## config.mk

```make
export PLATFORM = sky130hd
export DESIGN_NAME = one_shot_timer_bank
export DESIGN_NICKNAME = d
export VERILOG_FILES = /design/src/rtl/ots_pkg.sv /design/src/rtl/one_shot_timer_bank.sv
export SDC_FILE = /design/constraint.sdc
export NUM_CORES = 1
export LEC_CHECK = 0
export BUFFER_PORTS_ARGS = -buffer_cell sky130_fd_sc_hd__buf_2
export CORE_UTILIZATION = 28
export CTS_CLUSTER_SIZE = 16
export DETAILED_ROUTE_END_ITERATION = 8
export PLACE_DENSITY = 0.45
export SYNTH_ARGS = -nofsm -noshare
export SYNTH_HDL_FRONTEND = slang
export SYNTH_SLANG_ARGS = --single-unit
```

## constraint.sdc

```tcl
create_clock -name i_clk -period 5.4 [get_ports i_clk]
set_input_delay 0 -clock i_clk [delete_from_list [all_inputs] [get_ports i_clk]]
set_output_delay 0 -clock i_clk [all_outputs]
set_load 0.05 [all_outputs]
```

## src/rtl/ots_pkg.sv

```systemverilog
// ----------------------------------------------------------------------------
// ots_pkg
// shared types and constants for the one-shot timer bank
// ----------------------------------------------------------------------------
package ots_pkg;

    localparam int NUM_TIMERS_DEF = 16;
    localparam int TIMER_W        = 16;

    // command codes, codes ten and up behave as read
    typedef enum logic [3:0] {
        OP_TICK          = 4'd0,
        OP_CREATE        = 4'd1,
        OP_DELETE        = 4'd2,
        OP_START         = 4'd3,
        OP_RESTART       = 4'd4,
        OP_STOP          = 4'd5,
        OP_CLEAR_COUNT   = 4'd6,
        OP_SET_TIME      = 4'd7,
        OP_CLEAR_TIMEOUT = 4'd8,
        OP_READ          = 4'd9
    } t_opcode;

    typedef struct packed {
        logic [3:0]         opcode;
        logic [3:0]         timer_index;
        logic [TIMER_W-1:0] time_value;
        logic               reload_mode;
    } t_in;

    typedef struct packed {
        logic               status;
        logic [TIMER_W-1:0] timer_time;
        logic [TIMER_W-1:0] timer_count;
        logic               timed_out;
        logic [TIMER_W-1:0] expired_mask;
    } t_out;

    // one timer memory word
    typedef struct packed {
        logic [TIMER_W-1:0] period;
        logic [TIMER_W-1:0] count;
    } t_entry;

    typedef enum logic [2:0] {
        S_IDLE,
        S_WALK,
        S_DRAIN,
        S_READ,
        S_MOD
    } t_state;

endpackage

```

## src/rtl/one_shot_timer_bank.sv

```systemverilog
// ----------------------------------------------------------------------------
// one_shot_timer_bank
// sequence: a command is taken in idle, its entry is read in read and the result
//   is registered in mod; a tick first walks the timer memory one entry a cycle
//   and drains the last write-back; mod waits while the output register is full
// throughput: one item at a time, the next transfer is taken the cycle after
//   the result enters the output register
// reset: synchronous active low, all timers free, stopped, period and count
//   read as zero through per-entry valid bits
// ----------------------------------------------------------------------------
module one_shot_timer_bank #(
    parameter int NUM_TIMERS = ots_pkg::NUM_TIMERS_DEF
) (
    input  logic          i_clk,
    input  logic          i_rst_n,
    input  logic          i_in_valid,
    output logic          o_in_ready,
    input  ots_pkg::t_in  i_in,
    output logic          o_out_valid,
    input  logic          i_out_ready,
    output ots_pkg::t_out o_out
);
    import ots_pkg::*;

    localparam int AW = (NUM_TIMERS > 1) ? $clog2(NUM_TIMERS) : 1;
    localparam logic [AW-1:0] LAST = AW'(NUM_TIMERS - 1);

    // control
    t_state r_state, n_state;
    t_in    r_cmd;
    logic   r_idx_ok;
    logic [AW-1:0] r_addr, n_addr;

    // walk pipeline: entry whose read data arrives this cycle
    logic          r_wk_vld, n_wk_vld;
    logic [AW-1:0] r_wk_idx, n_wk_idx;

    // per-timer flag vectors
    logic [NUM_TIMERS-1:0] r_alloc, n_alloc;
    logic [NUM_TIMERS-1:0] r_run, n_run;
    logic [NUM_TIMERS-1:0] r_tmo, n_tmo;
    logic [NUM_TIMERS-1:0] r_valid;
    logic [NUM_TIMERS-1:0] r_expired, n_expired;

    // timer memory, one read and one write port
    t_entry        r_mem [NUM_TIMERS];
    t_entry        r_rd_data;
    logic          r_rd_hit;
    logic          rd_en;
    logic [AW-1:0] rd_addr;
    logic          wr_en;
    logic [AW-1:0] wr_addr;
    t_entry        wr_data;
    t_entry        rd_ent;

    // output register
    logic r_out_vld, n_out_vld;
    t_out r_out, n_out;

    logic          in_xfer;
    logic          out_free;
    logic [AW-1:0] cmd_addr;

    assign o_in_ready  = (r_state == S_IDLE);
    assign in_xfer     = i_in_valid && o_in_ready;
    assign out_free    = !r_out_vld || i_out_ready;
    assign o_out_valid = r_out_vld;
    assign o_out       = r_out;
    assign cmd_addr    = AW'(r_cmd.timer_index);

    // entries never written read as zero
    assign rd_ent = r_rd_hit ? r_rd_data : '0;

    // next state
    always_comb begin
        n_state = r_state;
        unique case (r_state)
            S_IDLE: begin
                if (in_xfer) begin
                    n_state = (t_opcode'(i_in.opcode) == OP_TICK) ? S_WALK : S_READ;
                end
            end
            S_WALK: begin
                if (r_addr == LAST) begin
                    n_state = S_DRAIN;
                end
            end
            S_DRAIN: n_state = S_READ;
            S_READ:  n_state = S_MOD;
            S_MOD: begin
                if (out_free) begin
                    n_state = S_IDLE;
                end
            end
            default: n_state = S_IDLE;
        endcase
    end

    // datapath and memory control
    always_comb begin
        t_entry             ent;
        logic [TIMER_W-1:0] inc;
        logic               st;
        logic               tmo_now;

        rd_en     = 1'b0;
        rd_addr   = r_addr;
        wr_en     = 1'b0;
        wr_addr   = r_wk_idx;
        wr_data   = rd_ent;
        n_alloc   = r_alloc;
        n_run     = r_run;
        n_tmo     = r_tmo;
        n_expired = r_expired;
        n_addr    = r_addr;
        n_wk_vld  = 1'b0;
        n_wk_idx  = r_addr;
        n_out_vld = r_out_vld && !i_out_ready;
        n_out     = r_out;
        ent       = rd_ent;
        inc       = '0;
        st        = 1'b0;
        tmo_now   = 1'b0;

        // tick update of the entry read in the previous cycle
        if (r_wk_vld && r_alloc[r_wk_idx] && r_run[r_wk_idx]) begin
            inc = rd_ent.count + TIMER_W'(1);
            if (inc == rd_ent.period) begin
                n_tmo[r_wk_idx]     = 1'b1;
                n_run[r_wk_idx]     = 1'b0;
                n_expired[r_wk_idx] = 1'b1;
                inc                 = '0;
            end
            wr_en   = 1'b1;
            wr_addr = r_wk_idx;
            wr_data = '{period: rd_ent.period, count: inc};
        end

        unique case (r_state)
            S_IDLE: begin
                if (in_xfer) begin
                    n_addr    = '0;
                    n_expired = '0;
                end
            end
            S_WALK: begin
                // read entry k while entry k-1 is written back
                rd_en    = 1'b1;
                rd_addr  = r_addr;
                n_wk_vld = 1'b1;
                n_wk_idx = r_addr;
                if (r_addr != LAST) begin
                    n_addr = r_addr + AW'(1);
                end
            end
            S_DRAIN: begin
            end
            S_READ: begin
                rd_en   = r_idx_ok;
                rd_addr = cmd_addr;
            end
            S_MOD: begin
                if (out_free) begin
                    n_out_vld = 1'b1;
                    if (r_idx_ok) begin
                        tmo_now = r_tmo[cmd_addr];
                        unique case (t_opcode'(r_cmd.opcode))
                            OP_CREATE: begin
                                if (r_alloc[cmd_addr]) begin
                                    st = 1'b1;
                                end else begin
                                    ent.period        = r_cmd.time_value;
                                    ent.count         = '0;
                                    wr_en             = 1'b1;
                                    n_alloc[cmd_addr] = 1'b1;
                                    n_run[cmd_addr]   = 1'b0;
                                    n_tmo[cmd_addr]   = 1'b0;
                                    tmo_now           = 1'b0;
                                end
                            end
                            OP_DELETE: begin
                                if (!r_alloc[cmd_addr]) begin
                                    st = 1'b1;
                                end else begin
                                    n_alloc[cmd_addr] = 1'b0;
                                    n_run[cmd_addr]   = 1'b0;
                                    n_tmo[cmd_addr]   = 1'b0;
                                    tmo_now           = 1'b0;
                                end
                            end
                            OP_START: n_run[cmd_addr] = 1'b1;
                            OP_RESTART: begin
                                n_tmo[cmd_addr] = 1'b0;
                                n_run[cmd_addr] = 1'b1;
                                tmo_now         = 1'b0;
                            end
                            OP_STOP: n_run[cmd_addr] = 1'b0;
                            OP_CLEAR_COUNT: begin
                                ent.count = '0;
                                wr_en     = 1'b1;
                            end
                            OP_SET_TIME: begin
                                ent.period = r_cmd.time_value;
                                wr_en      = 1'b1;
                            end
                            OP_CLEAR_TIMEOUT: begin
                                n_tmo[cmd_addr] = 1'b0;
                                tmo_now         = 1'b0;
                            end
                            default: begin
                            end
                        endcase
                        wr_addr = cmd_addr;
                        wr_data = ent;
                    end else if (t_opcode'(r_cmd.opcode) == OP_CREATE ||
                                 t_opcode'(r_cmd.opcode) == OP_DELETE) begin
                        st = 1'b1;
                    end
                    n_out.status       = st;
                    n_out.timer_time   = r_idx_ok ? ent.period : '0;
                    n_out.timer_count  = r_idx_ok ? ent.count : '0;
                    n_out.timed_out    = r_idx_ok && tmo_now;
                    n_out.expired_mask = (t_opcode'(r_cmd.opcode) == OP_TICK) ?
                                         TIMER_W'(r_expired) : '0;
                end
            end
            default: begin
            end
        endcase
    end

    // control registers
    always_ff @(posedge i_clk) begin
        if (!i_rst_n) begin
            r_state   <= S_IDLE;
            r_alloc   <= '0;
            r_run     <= '0;
            r_tmo     <= '0;
            r_valid   <= '0;
            r_wk_vld  <= 1'b0;
            r_out_vld <= 1'b0;
        end else begin
            r_state   <= n_state;
            r_alloc   <= n_alloc;
            r_run     <= n_run;
            r_tmo     <= n_tmo;
            r_wk_vld  <= n_wk_vld;
            r_out_vld <= n_out_vld;
            if (wr_en) begin
                r_valid[wr_addr] <= 1'b1;
            end
        end
    end

    // payload registers
    always_ff @(posedge i_clk) begin
        if (in_xfer) begin
            r_cmd    <= i_in;
            r_idx_ok <= (int'(i_in.timer_index) < NUM_TIMERS);
        end
        r_addr    <= n_addr;
        r_wk_idx  <= n_wk_idx;
        r_expired <= n_expired;
        r_out     <= n_out;
    end

    // timer memory
    always_ff @(posedge i_clk) begin
        if (wr_en) begin
            r_mem[wr_addr] <= wr_data;
        end
    end

    always_ff @(posedge i_clk) begin
        if (rd_en) begin
            r_rd_data <= r_mem[rd_addr];
            r_rd_hit  <= r_valid[rd_addr];
        end
    end

endmodule

```

# Word level (Yosys, flattened, before mapping)
# Memory sizes are Yosys's and may differ from the RTL's. A register that Yosys moved wholly into a read port is not among the register bits.
# Index checks and enable logic that the tools add are counted.
# word_totals
register_bits	168
ramBits	512
inputBits	29
mem_count	1
# memory_table
name	depth	width	rd	rd_clocked_by_memory_dff	wr	line_no	rtl
r_mem	16	32	1	1	1	one_shot_timer_bank.sv:46	t_entry r_mem [NUM_TIMERS];
# classes
addsub	2
n_lt_le_gt_ge	7
n_eq_ne	21
mux	75
bitwise	11
n_reduce_logical	23
# op_table
operator	count
2-to-1 mux 16 bit	20
2-to-1 mux 32 bit	4
case mux 16 bit (2 select lines)	3
OR 16 bit	5
bitwise AND 16 bit	4
case mux 16 bit (4 select lines)	1
case mux 16 bit (3 select lines)	1
NOT 16 bit	2
2-to-1 mux 1 bit	24
binary-select mux 1 bit (select 4 bit)	5
< comparator 4 x 5 -> 1 bit (second input constant)	4
2-to-1 mux 4 bit	5
adder 16 x 1 -> 16 bit (second input constant)	1
== test 16 bit	1
== test 4 x 3 -> 1 bit (second input constant)	4
case mux 3 bit (5 select lines)	1
demux 1 bit (select 4 bit)	3
greater-or-equal comparator 4 x 1 -> 1 bit (second input constant)	3
!= test 2 bit (second input constant)	5
2-to-1 mux 3 bit	3
== test 4 x 2 -> 1 bit (second input constant)	2
== test 4 bit (second input constant)	2
zero test 4 bit	2
case mux 4 bit (2 select lines)	1
19 further kinds	33

# Logic depth before layout (Yosys ltp)
# logic_depth
ltp_word	13
depth_mapped	16

# Worst setup path after synthesis
# No wires, ideal clock.
# synth_path
path_kind	register -> register
startpoint	register r_out_vld, in the netlist o_out_valid
endpoint	memory r_mem[12][0] in the netlist's numbering (enable)
setup_ps	423
t_arrival_ps	4382
required_time_ps	4977
setup_slack_ps	595
path_stages_with_launch	7
n_path_buf	1
period_less_slack_ps	4805
path_cell_list	dfxtp_1 -> nand2b_1 -> nand3_1 -> clkinv_1 -> clkbuf_1 -> a21oi_1 -> nor2_1
# synth_via
elab_chain_len	6
word_cells_on_any_way	8
# synth_lines
item	line_no	rtl
start: declaration	one_shot_timer_bank.sv:57	logic r_out_vld, n_out_vld;
start signal: assignment	one_shot_timer_bank.sv:248	r_out_vld <= n_out_vld;
zero test 1 bit *	one_shot_timer_bank.sv:66	assign out_free = !r_out_vld || i_out_ready;
logical OR 1 bit *	one_shot_timer_bank.sv:66	
2-to-1 mux 1 bit	one_shot_timer_bank.sv:163	if (out_free) begin
2-to-1 mux 1 bit	one_shot_timer_bank.sv:139	unique case (r_state)
2-to-1 mux 1 bit	one_shot_timer_bank.sv:269	if (wr_en) begin
2-to-1 mux 1 bit (implied by the code)	one_shot_timer_bank.sv:270	r_mem[wr_addr] <= wr_data;
end: declaration	one_shot_timer_bank.sv:46	
# Mark *: on every way between the ends. The rest lies on a longest branch, timed or not.

==> metrics.txt <==
status completed; share of cells above drive strength 1 13.7%; most frequent cell after synthesis edfxtp_1; ANT cells 0; GP Congestion 0.880; Reg clk slew, reported paths 0.06 ns; asr flop ratio synth 0%; synth unique cells 65; register area share after synthesis 69.4%; slowest CP cell edfxtp_1; gr usage total 15.6%; RSZ-0062 raised after global routing false; CP max FO 16; DRC 0; vias 19300; CTS tree done; Synth top area share 63.4%; Critical R2R Launch cmd_addr[0]; largest cells by area after synthesis edfxtp_1, dfxtp_1, nand2_1; reg2reg end r_mem[12][18]; port bufs 79; core footprint 0.104 mm2; Initial Utilization 28.4%; Cells after Synth 2305; Flop pwr share 44.0%; class of the tightest hold or removal check in -> reg; Final ANT Viol Nets 0; Tmin final 4.56 ns; Die W 327 um; EDFF count, synth 623; worst path cell trace mux4_2 -> mux4_2 -> or3_1 -> o22ai_2 -> buf_4 -> nand2_1 -> o21ai_0 -> nor2_1 -> a21oi_1; dpl hpwl 49100 um; Post-Syn Area 0.0295 mm2; DR vias/cell 5.01; first-pass GRT wire length 125000 um; sw frac 30.8%; worst endpoint required time 5.66 ns; initial antenna violation count 0; Die ar. 0.107 mm2; reg2reg path depth 9; # Max-Cap Violations 0; # H-tree levels 3; combinational power share 21.8%; maximum resistive drop on vdd 0.000379 V; grt total ovfl 0; top post-synthesis cells by count edfxtp_1, nand2_1, a211oi_1; Switch Pwr 0.00480 W; Worst Skew 0.0253 ns; endpoints failing hold 0; synthesized flop and latch total 712; hold path depth 2; Mean Syn Cell Area 12.8 um2; Setup TNS 0 ns; Num CTS Buffers 77; YS warnings 0; Tcrit/Tclk final 84.5%; DRT iter0 DRCs 1529; post_cts resized 0; post-synth top area cell edfxtp_1; Ports 81; cell leakage power 11.2 nW; Hold Startpoint i_in[13]; CTS sink count 712; drt first pass iters 7; r2r setup slk 0.84 ns; Slew HR 6.26%; Critical Path AT 4.82 ns; crit-path max cell delay 0.89 ns; vias in the first global route 19100; DRT Wirelength 84500 um; cell-internal power 0.0108 W; Crit. End Element register; average wire per standard cell 22.0 um; Core Util, Final 33.5%; largest net degree at the start of global routing 156; final setup violation count 0; Worst path most repeated cell mux4_2; Clock Tree Buf Depth 3; worst hold endpoint r_cmd[13]; critical path type reg -> reg; die height 327 um; Post-synth top flop edfxtp_1; Peak Freq 219 MHz; nets 2434; area delta synth->final 18.1%; clk root buf clkbuf_16; Worst-Margin Slew 1.41 ns; clk_lat worst skew 0.63 ns; CP top delay family compound AO/OA/AOI/OAI gates; power density over the cells 446 mW/mm2; Syn Nets 2336; row count 118; Slew Limit Fails 0; Clock Power Share 34.1%; Buf+Inv Stages, Crit Path 1; Startpoint Class register
[final cells by class]
cell class / instances / area (um2)
clock buffer: 105 / 2120
clock inverter: 32 / 404
fill: 10200 / 69100
inverter: 12 / 45.0
multi-input combinational: 1413 / 8520
sequential: 712 / 20500
tap: 1380 / 1730
timing repair buffer: 187 / 1540
[cells in the final DEF, fill, tap and decap left out, types with 13 or more instances in the layout]
cell	netlist	routed
clkinv_1	2	13
nand3_1	37	36
and2_1	144	144
a31oi_1	76	76
clkbuf_16	0	81
dlygate4sd3_1	0	28
dfxtp_1	89	89
a21oi_1	138	138
xnor2_1	14	14
buf_4	0	59
o21ai_0	44	44
nor2_4	0	16
a211oi_1	171	171
nand2b_1	15	15
nand2_1	381	381
clkbuf_1	142	22
nor2b_1	15	14
o21a_1	32	32
nor3_1	23	23
nor2_1	109	93
a311oi_1	66	66
buf_2	10	79
edfxtp_1	623	623
buf_12	0	21
[worst max path at each step]
stage                startpoint             to  slack, ns  cells after the start
detailed placement  cmd_addr[0]   r_mem[7][17]       0.88                      9
global route           r_rd_hit       r_tmo[4]       0.54                      9
CTS                 cmd_addr[0]  r_mem[10][17]       0.85                      9
global placement    cmd_addr[0]   r_mem[1][29]       0.98                      8
floorplan           o_out_valid   r_mem[12][0]       0.60                      6
finish              cmd_addr[0]  r_mem[12][18]       0.84                      9
[metrics by stage]
stage / instance area [um2] / setup WS, ns / power [W] / instances / hold slack [ns]
4_1_cts: 34800 / 0.852 / 0.0157 / 3840 / 0.0579
3_3_place_gp: 32000 / 0.979 / 0.0103 / 3675 / 0.180
2_1_floorplan: 29500 / 0.595 / 0.00902 / 2305 / 0.0989
6_report: 34800 / 0.835 / 0.0156 / 3841 / 0.0916
3_5_place_dp: 32000 / 0.879 / 0.0104 / 3675 / 0.178
5_1_grt: 34800 / 0.544 / 0.0162 / 3841 / 0.0855
[worst register-to-register path, stage by stage, from the launching register on]
cell and delay [ns]:
edfxtp_1 0.89, mux4_2 0.61, mux4_2 0.59, or3_1 0.43, o22ai_2 0.25, buf_4 0.28, nand2_1 0.09, o21ai_0 0.10
nor2_1 0.07, a21oi_1 0.89
[metal layers]
metal | vias to the layer above | share of wire (%) | routed length (um) | track usage, %
met3 | 128 | 4.5 | 3770 | 2.19
met4 | 0 | 2.9 | 2410 | 5.59
met5 | - | 0 | 0 | 0
met2 | 494 | 47 | 40000 | 25.7
met1 | 9701 | 45 | 38300 | 21.0
li1 | 8927 | - | - | -
[flip-flops by register name, indices dropped and copies added (netlist names), 16 cells and up, named ones only]
signal,count
r_expired,16
r_rd_data,32
r_mem,512
r_cmd,20
o_out,50
r_run,16
r_tmo,16
r_valid,16
[cells by family after synthesis]
| logic type | share of synthesized area (%) |
|---|---|
| multiplexers | 1.30 |
| adder cells (fa/ha/maj) | 0.0848 |
| XOR/XNOR | 0.653 |
| buffers and inverters | 2.37 |
| flip-flops | 69.4 |
| AND/OR/NAND/NOR | 12.7 |
| AO/OA/AOI/OAI | 13.5 |
[what timing repair did]
| item | in CTS | in global routing |
|---|---|---|
| endpoints found under the setup margin | 0 | 0 |
| hold endpoints to repair | 35 | 0 |
| hold buffers | 28 | 0 |
| setup buffers | 0 | 0 |
[power by group through the flow]
| stage | sequential, W | clock (W) | combinational [W] |
|---|---|---|---|
| after floorplan | 0.00679 | 0 | 0.00223 |
| after global placement | 0.00696 | 0 | 0.00336 |
| after detailed placement | 0.00696 | 0 | 0.00342 |
| after CTS | 0.00685 | 0.00544 | 0.00345 |
| after global routing | 0.00686 | 0.00563 | 0.00375 |
| final | 0.00685 | 0.00531 | 0.00340 |
No activity file was read; power rests on OpenSTA's default activity.
